$ cat src/rtl/csa_pkg.sv
// ----------------------------------------------------------------------------
// csa_pkg
// Types and constants shared by the controller and the datapath of the
// cosine similarity accumulator.
// ----------------------------------------------------------------------------
package csa_pkg;

  localparam int COUNT_BITS = 16;
  localparam int ACC_BITS   = 38;
  localparam int HALF_BITS  = ACC_BITS / 2;
  localparam int PROD_BITS  = 2 * ACC_BITS;
  localparam int ROOT_BITS  = ACC_BITS;
  localparam int FRAC_BITS  = 16;
  localparam int NUM_BITS   = ACC_BITS + FRAC_BITS;
  localparam int SIM_BITS   = FRAC_BITS + 1;
  localparam int STEP_BITS  = 6;

  localparam logic [ACC_BITS-1:0]  ACC_MAX     = {ACC_BITS{1'b1}};
  localparam logic [SIM_BITS-1:0]  ONE_Q16     = SIM_BITS'(1) << FRAC_BITS;
  localparam logic [STEP_BITS-1:0] MUL_PARTS   = STEP_BITS'(4);
  localparam logic [STEP_BITS-1:0] MUL_DONE    = STEP_BITS'(5);
  localparam logic [STEP_BITS-1:0] SQRT_DONE   = STEP_BITS'(ROOT_BITS);
  localparam logic [STEP_BITS-1:0] DIV_DONE    = STEP_BITS'(NUM_BITS);

  typedef struct packed {
    logic capture;
    logic accumulate;
    logic mul_init;
    logic mul_run;
    logic sqrt_init;
    logic sqrt_run;
    logic div_init;
    logic div_run;
    logic load_out;
  } cmd_t;

  typedef struct packed {
    logic last_pair;
    logic mul_done;
    logic sqrt_done;
    logic div_done;
    logic out_full;
  } stat_t;

endpackage

$ cat src/rtl/cosine_similarity_accumulator.sv
// ----------------------------------------------------------------------------
// cosine_similarity_accumulator
// A pair of term counts is transferred per item; the pair marked last closes
// the vectors and produces one cosine similarity in unsigned Q1.16. A pair
// that is not last is transferred and then accumulated with saturation before
// the next pair can be transferred. The last pair further occupies the block
// for the 76-bit norm product on one shared 19x19 multiplier, the square root
// at two radicand bits per cycle, the bit-serial 54-bit division and the hand-off
// of the result to the output register, which waits while that register still
// holds a stalled result. The next vector may start while that result waits to be
// transferred. A zero norm gives similarity 0 with undefined set.
// ----------------------------------------------------------------------------
module cosine_similarity_accumulator (
  input  logic                           clk,
  input  logic                           rst,
  input  logic                           in_valid,
  output logic                           in_stall,
  input  logic [csa_pkg::COUNT_BITS-1:0] count_a,
  input  logic [csa_pkg::COUNT_BITS-1:0] count_b,
  input  logic                           last,
  output logic                           out_valid,
  input  logic                           out_stall,
  output logic [csa_pkg::SIM_BITS-1:0]   similarity,
  output logic                           undefined
);

  csa_pkg::cmd_t  cmd;
  csa_pkg::stat_t stat;

  csa_ctrl u_ctrl (
    .clk      (clk),
    .rst      (rst),
    .in_valid (in_valid),
    .in_stall (in_stall),
    .stat     (stat),
    .cmd      (cmd)
  );

  csa_dp u_dp (
    .clk        (clk),
    .rst        (rst),
    .cmd        (cmd),
    .stat       (stat),
    .count_a    (count_a),
    .count_b    (count_b),
    .last       (last),
    .out_valid  (out_valid),
    .out_stall  (out_stall),
    .similarity (similarity),
    .undefined  (undefined)
  );

endmodule

$ cat src/rtl/csa_ctrl.sv
// ----------------------------------------------------------------------------
// csa_ctrl
// Sequencer that steps the datapath through accumulation, the norm product,
// the square root, the division and the hand-off to the output register.
// ----------------------------------------------------------------------------
module csa_ctrl (
  input  logic           clk,
  input  logic           rst,
  input  logic           in_valid,
  output logic           in_stall,
  input  csa_pkg::stat_t stat,
  output csa_pkg::cmd_t  cmd
);

  typedef enum logic [2:0] {
    IDLE,
    ACC,
    MUL,
    SQRT,
    DIV,
    FINISH
  } state_t;

  state_t state;
  state_t state_next;

  assign in_stall = (state != IDLE);

  always_comb begin
    cmd        = '0;
    state_next = state;
    unique case (state)
      IDLE: begin
        if (in_valid) begin
          cmd.capture = 1'b1;
          state_next  = ACC;
        end
      end
      ACC: begin
        cmd.accumulate = 1'b1;
        if (stat.last_pair) begin
          cmd.mul_init = 1'b1;
          state_next   = MUL;
        end else begin
          state_next = IDLE;
        end
      end
      MUL: begin
        if (stat.mul_done) begin
          cmd.sqrt_init = 1'b1;
          state_next    = SQRT;
        end else begin
          cmd.mul_run = 1'b1;
        end
      end
      SQRT: begin
        if (stat.sqrt_done) begin
          cmd.div_init = 1'b1;
          state_next   = DIV;
        end else begin
          cmd.sqrt_run = 1'b1;
        end
      end
      DIV: begin
        if (stat.div_done) begin
          state_next = FINISH;
        end else begin
          cmd.div_run = 1'b1;
        end
      end
      FINISH: begin
        if (!stat.out_full) begin
          cmd.load_out = 1'b1;
          state_next   = IDLE;
        end
      end
      default: begin
        state_next = IDLE;
      end
    endcase
  end

  always_ff @(posedge clk) begin
    if (rst) begin
      state <= IDLE;
    end else begin
      state <= state_next;
    end
  end

endmodule

$ cat src/rtl/csa_dp.sv
// ----------------------------------------------------------------------------
// csa_dp
// Datapath: saturating sums, a shared 19x19 multiplier for the norm product,
// a two-bit-per-step square root, a bit-serial divider and the output register.
// ----------------------------------------------------------------------------
module csa_dp (
  input  logic                               clk,
  input  logic                               rst,
  input  csa_pkg::cmd_t                      cmd,
  output csa_pkg::stat_t                     stat,
  input  logic [csa_pkg::COUNT_BITS-1:0]     count_a,
  input  logic [csa_pkg::COUNT_BITS-1:0]     count_b,
  input  logic                               last,
  output logic                               out_valid,
  input  logic                               out_stall,
  output logic [csa_pkg::SIM_BITS-1:0]       similarity,
  output logic                               undefined
);

  localparam int PP_BITS  = 2 * csa_pkg::COUNT_BITS;
  localparam int HB       = csa_pkg::HALF_BITS;
  localparam int AB       = csa_pkg::ACC_BITS;
  localparam int PB       = csa_pkg::PROD_BITS;
  localparam int RB       = csa_pkg::ROOT_BITS;
  localparam int NB       = csa_pkg::NUM_BITS;
  localparam int REM_BITS = RB + 2;

  function automatic logic [AB-1:0] sat_add(input logic [AB-1:0] acc,
                                            input logic [PP_BITS-1:0] inc);
    logic [AB:0] sum;
    sum = {1'b0, acc} + (AB + 1)'(inc);
    if (sum >= {1'b0, csa_pkg::ACC_MAX}) begin
      return csa_pkg::ACC_MAX;
    end
    return sum[AB-1:0];
  endfunction

  logic [PP_BITS-1:0]           prod_ab;
  logic [PP_BITS-1:0]           prod_aa;
  logic [PP_BITS-1:0]           prod_bb;
  logic                         last_flag;
  logic [AB-1:0]                dot_sum;
  logic [AB-1:0]                norm_a_sum;
  logic [AB-1:0]                norm_b_sum;
  logic [csa_pkg::STEP_BITS-1:0] step;
  logic [PB-1:0]                pp;
  logic                         pp_vld;
  logic [PB-1:0]                prod;
  logic [PB-1:0]                rad;
  logic [REM_BITS-1:0]          sq_rem;
  logic [RB-1:0]                root;
  logic [RB-1:0]                div_rem;
  logic [NB-1:0]                num;

  logic [HB-1:0]                op_a;
  logic [HB-1:0]                op_b;
  logic [2*HB-1:0]              mul;
  logic [PB-1:0]                mul_shifted;
  logic [REM_BITS+1:0]          sq_shift;
  logic [REM_BITS+1:0]          sq_trial;
  logic                         sq_ge;
  logic [RB:0]                  dv_shift;
  logic                         dv_ge;
  logic                         zero_norm;
  logic [csa_pkg::SIM_BITS-1:0] quot_clamped;

  always_comb begin
    case (step[1:0])
      2'd0: begin
        op_a = norm_a_sum[HB-1:0];
        op_b = norm_b_sum[HB-1:0];
      end
      2'd1: begin
        op_a = norm_a_sum[HB-1:0];
        op_b = norm_b_sum[AB-1:HB];
      end
      2'd2: begin
        op_a = norm_a_sum[AB-1:HB];
        op_b = norm_b_sum[HB-1:0];
      end
      default: begin
        op_a = norm_a_sum[AB-1:HB];
        op_b = norm_b_sum[AB-1:HB];
      end
    endcase
  end

  assign mul = op_a * op_b;

  always_comb begin
    case (step[1:0])
      2'd0:    mul_shifted = PB'(mul);
      2'd3:    mul_shifted = PB'(mul) << (2 * HB);
      default: mul_shifted = PB'(mul) << HB;
    endcase
  end

  assign sq_shift = {sq_rem, rad[PB-1:PB-2]};
  assign sq_trial = (REM_BITS + 2)'({root, 2'b01});
  assign sq_ge    = (sq_shift >= sq_trial);

  assign dv_shift = {div_rem, num[NB-1]};
  assign dv_ge    = (dv_shift >= {1'b0, root});

  assign zero_norm    = (norm_a_sum == '0) || (norm_b_sum == '0);
  assign quot_clamped = (num > NB'(csa_pkg::ONE_Q16)) ? csa_pkg::ONE_Q16
                                                       : num[csa_pkg::SIM_BITS-1:0];

  assign stat.last_pair = last_flag;
  assign stat.mul_done  = (step == csa_pkg::MUL_DONE);
  assign stat.sqrt_done = (step == csa_pkg::SQRT_DONE);
  assign stat.div_done  = (step == csa_pkg::DIV_DONE);
  assign stat.out_full  = out_valid && out_stall;

  always_ff @(posedge clk) begin
    if (cmd.capture) begin
      prod_ab   <= count_a * count_b;
      prod_aa   <= count_a * count_a;
      prod_bb   <= count_b * count_b;
      last_flag <= last;
    end

    if (cmd.mul_init || cmd.sqrt_init || cmd.div_init) begin
      step <= '0;
    end else if (cmd.mul_run || cmd.sqrt_run || cmd.div_run) begin
      step <= step + 1'b1;
    end

    if (cmd.mul_init) begin
      prod   <= '0;
      pp_vld <= 1'b0;
    end else if (cmd.mul_run) begin
      pp     <= mul_shifted;
      pp_vld <= (step < csa_pkg::MUL_PARTS);
      if (pp_vld) begin
        prod <= prod + pp;
      end
    end

    if (cmd.sqrt_init) begin
      rad    <= prod;
      sq_rem <= '0;
      root   <= '0;
    end else if (cmd.sqrt_run) begin
      rad    <= rad << 2;
      sq_rem <= sq_ge ? REM_BITS'(sq_shift - sq_trial) : REM_BITS'(sq_shift);
      root   <= {root[RB-2:0], sq_ge};
    end

    if (cmd.div_init) begin
      num     <= {dot_sum, csa_pkg::FRAC_BITS'(0)};
      div_rem <= '0;
    end else if (cmd.div_run) begin
      num     <= {num[NB-2:0], dv_ge};
      div_rem <= dv_ge ? RB'(dv_shift - {1'b0, root}) : dv_shift[RB-1:0];
    end

    if (cmd.load_out) begin
      similarity <= zero_norm ? '0 : quot_clamped;
      undefined  <= zero_norm;
    end

    if (rst) begin
      dot_sum    <= '0;
      norm_a_sum <= '0;
      norm_b_sum <= '0;
      out_valid  <= 1'b0;
    end else begin
      if (cmd.load_out) begin
        dot_sum    <= '0;
        norm_a_sum <= '0;
        norm_b_sum <= '0;
      end else if (cmd.accumulate) begin
        dot_sum    <= sat_add(dot_sum, prod_ab);
        norm_a_sum <= sat_add(norm_a_sum, prod_aa);
        norm_b_sum <= sat_add(norm_b_sum, prod_bb);
      end
      if (cmd.load_out) begin
        out_valid <= 1'b1;
      end else if (!out_stall) begin
        out_valid <= 1'b0;
      end
    end
  end

  a_no_overwrite: assert property (@(posedge clk) disable iff (rst)
    cmd.load_out |-> !(out_valid && out_stall))
    else $error("A new result was loaded over one that was not yet transferred.");

  a_acc_after_capture: assert property (@(posedge clk) disable iff (rst)
    cmd.accumulate |-> $past(cmd.capture))
    else $error("Accumulation without a captured pair.");

  a_undefined_zero: assert property (@(posedge clk) disable iff (rst)
    (out_valid && undefined) |-> (similarity == '0))
    else $error("An undefined result carries a nonzero similarity.");

  a_sim_range: assert property (@(posedge clk) disable iff (rst)
    out_valid |-> (similarity <= csa_pkg::ONE_Q16))
    else $error("Similarity exceeds 1.0.");

endmodule
$ cat config.mk
export PLATFORM = sky130hd
export DESIGN_NAME = cosine_similarity_accumulator
export DESIGN_NICKNAME = d
export VERILOG_FILES = /design/src/rtl/csa_pkg.sv /design/src/rtl/cosine_similarity_accumulator.sv /design/src/rtl/csa_ctrl.sv /design/src/rtl/csa_dp.sv
export SDC_FILE = /design/constraint.sdc
export NUM_CORES = 2
export LEC_CHECK = 0
export BUFFER_PORTS_ARGS = -buffer_cell sky130_fd_sc_hd__buf_2
export CORE_MARGIN = 1
export CORE_UTILIZATION = 30
export DETAILED_ROUTE_END_ITERATION = 16
export GPL_TIMING_DRIVEN = 1
export MAX_ROUTING_LAYER = met4
export PLACE_DENSITY_LB_ADDON = 0.12
export SETUP_SLACK_MARGIN = 0.2
export SLEW_MARGIN = 20
export SYNTH_ARGS = -nofsm -noshare
export SYNTH_HDL_FRONTEND = slang
export SYNTH_SLANG_ARGS = --single-unit
$ cat constraint.sdc
create_clock -name clk -period 11.03 [get_ports clk]
set_input_delay 1.103 -clock clk [delete_from_list [all_inputs] [get_ports clk]]
set_output_delay 1.103 -clock clk [all_outputs]
set_load 0.05 [all_outputs]
==> reports/metrics.yaml <==
synth:
  netlist_instances: 7897
  synthFlopType: "dfxtp_1"
  yosysWarnings: 0
  async_flop_share_pct: 0
  synth_area_sq_mm: 0.0705
  yosysSeqAreaShare_pct: 22.4
  ys_types: 92
  synth_edf_count: 303
  ys_ff_latch: 636
  avgSynthCellArea_sq_um: 8.93
  syn_nets: 9429
final_layout:
  drive_gt1_share_pct: 4.96
  num-fill-cells: 24400
  area_growth_pct: 9.14
  final_common_cell: "inv_1"
  nets: 9332
  fin_area_sq_mm: 0.0770
  final_cells: 11000
  final_cell_mix: "1100 x inv_1, 984 x nand2_1, 813 x fa_1, 682 x ha_1, 546 x nor2_1"
pwr:
  peakVddDrop_mv: 0.235
  pwr_density_cell_mw_per_mm2: 272
  p_leak_nw: 35.8
timing:
  setup_ws_ps: 1990
  slew_violations: 0
  min_period_ps: 9040
  slew_headroom_pct: 27.9
  whs_ps: 455
  finalHoldViolCount: 0
  final.period_utilization_pct: 81.9
  setup_violations: 0
  tns_ps: 0
  worst_pin_slew_ps: 1080
  max_clock_freq_mhz: 111
  skew_ps: 50.3
  rsz0062_at_grt: "no"
clock_network:
  cts_setup_buffers: 0
  clockBufferDepth: 3
  holdBufCountCts: 0
  htree_num_levels: 3
  cts_tree: "done"
  cts_inserted_buffers: 80
  clk_latency_ps: 710
  path_clk_slew_ps: 60
  cts_sinks: 636
  cts-root-buf: "clkbuf_16"
  cts-resized-gates: 0
routing:
  wire_per_inst_um: 19.0
  drc: 0
  initialDrtViolationCount: 3324
  drt_wl_total_um: 209000
  ant_nets: 0
  vias: 54100
  viasPerCell: 4.92
  drtPass1Iterations: 5
placement:
  dp_cells: 10900
  portBuffers: 56
  place.gp.congestion: 0.912
  dp_hpwl_um: 162000
  pre_cts_ws_ps: 1910
  placed_area_sq_mm: 0.0743
global_routing:
  gr-usage-met1_pct: 24.8
  grt_pass1_vias: 56000
  antenna_found_initial: 3
  met2_usage_pct: 29.4
  grt_start_max_net_pins: 87
  grt-ovfl-total: 0
  grt_pass1_wl_um: 331000
  track_usage_pct: 18.2
  met3_usage_pct: 1.42
  top_usage_layer: "met2"
die:
  fp-row-count: 177
  die_w_um: 487
  die_area_sq_mm: 0.237
  fp.dieH_um: 487
  coreArea_sq_mm: 0.233
  floorplan.initialDensity_pct: 30.2
  boundaryPins: 57
worst_hold_path:
  hp-class: "flip-flop to flip-flop"
worst_setup_path:
  critPathKind: "flip-flop to flip-flop"
  critPathMaxFanout: 15
  startpoint_type: "flip-flop"
  worst_ep_required_time_ps: 11460
  worstSetupEndpointType: "flip-flop"
  arrival_ps: 9470
job:
  cap_violations: 0
run_status:
  status: "complete, no violations"
==> where the power goes <==
| part | internal, mW | switching [mW] | total [mW] | leakage, nW |
|---|---|---|---|---|
| clock | 1.60 | 1.16 | 2.76 | 1.30 |
| sequential | 3.48 | 0.395 | 3.88 | 5.55 |
| combinational | 5.84 | 8.49 | 14.3 | 29.0 |
| total | 10.9 | 10.0 | 21.0 | 35.8 |
==> final timing paths <==
path	start	to	slack, ps	depth (start not counted)
setup reg to reg	u_dp.step[1]	u_dp.pp[56]	1990	27
setup / recovery	u_dp.step[1]	u_dp.pp[56]	1990	27
hold / removal	u_dp.sq_rem[39]	u_dp.sq_rem[39]	460	2
hold reg to reg	u_dp.sq_rem[39]	u_dp.sq_rem[39]	460	2
==> state kept, by name, indices dropped and copies added (netlist names), 3 cells and up <==
register	cells
u_ctrl.state	3
u_dp.dot_sum	38
u_dp.prod_bb	31
u_dp.norm_b_sum	38
u_dp.prod	76
u_dp.step	6
u_dp.pp	76
u_dp.similarity	17
u_dp.root	38
u_dp.prod_aa	31
u_dp.rad	76
u_dp.norm_a_sum	38
u_dp.div_rem	38
u_dp.sq_rem	40
u_dp.num	54
u_dp.prod_ab	32
==> worst max-delay path, cell delays in order (launching register included) <==
cell and delay (ps):
dfxtp_1 530, inv_1 150, ha_1 340, nor2_2 860
mux2i_2 920, buf_4 280, nor2_1 60, fa_1 480
inv_1 50, fa_1 460, fa_1 510, inv_1 50
fa_1 490, fa_1 500, inv_1 50, fa_1 480
inv_1 50, ha_1 380, a21o_1 190, a21o_1 190
or3_1 320, a311oi_2 250, nor3_1 150, a21oi_2 250
o21ai_2 130, a2111oi_4 320, nor3_1 110, a22o_1 200
==> cell type report <==
| class | instances | area [sq um] | share of cell area [%] |
|---|---|---|---|
| Sequential cell | 636 | 15800 | 20.5 |
| Antenna cell | 2 | 5.00 | 0.00650 |
| Multi-Input combinational cell | 5838 | 49500 | 64.4 |
| Clock inverter | 42 | 519 | 0.675 |
| Inverter | 1109 | 4170 | 5.41 |
| Timing Repair Buffer | 135 | 873 | 1.13 |
| Clock buffer | 107 | 2180 | 2.84 |
| Tap cell | 3132 | 3920 | 5.09 |
==> synth_stat cells (all sizes together) (47+ instances only) <==
cell type,number,area (sq um)
inv,1103,4140
nand2,987,3710
fa,813,16300
ha,682,8530
nor2,554,2080
a21oi,534,2690
o21ai,374,1880
dfxtp,333,6670
edfxtp,303,9100
clkbuf,281,1050
and2,242,1510
xnor2,207,1810
a21o,187,1400
xor2,134,1170
nand3,96,480
a22o,75,657
nor3,71,355
nand2b,66,413
mux2i,64,641
nand4,57,357
and3,51,319
o21bai,51,383
o21a,48,360
o22ai,47,294
==> through the flow <==
step	total power, mW	utilization (%)
3_3_place_gp	18.4	31.8
5_1_grt	23.2	33.0
4_1_cts	21.4	33.0
2_1_floorplan	14.5	-
6_report	21.0	33.0
3_5_place_dp	18.4	31.8
==> cells by family (layout without fill, tap and decap cells) <==
kind of cell / Yosys count / count (layout) / synth area share [%]
and+or+nand+nor: 2306 / 2306 / 14.8
AOI/OAI and AO/OA: 1598 / 1598 / 14.3
adders and majority gates: 1495 / 1495 / 35.2
buffers and inverters: 1423 / 1393 / 7.62
DFF: 636 / 636 / 22.4
xor gates and xnor gates: 341 / 341 / 4.23
muxes: 98 / 98 / 1.45
other: 0 / 2 / 0
==> routing by layer <==
layer	vias to the layer above	share of wire (%)	routed length (um)
met4	0	2.0	4250
met2	809	46	96900
met3	207	3.1	6390
li1	26100	-	-
met1	27000	49	102000
met5	-	0	0
Power figures use the tool's default switching activity.
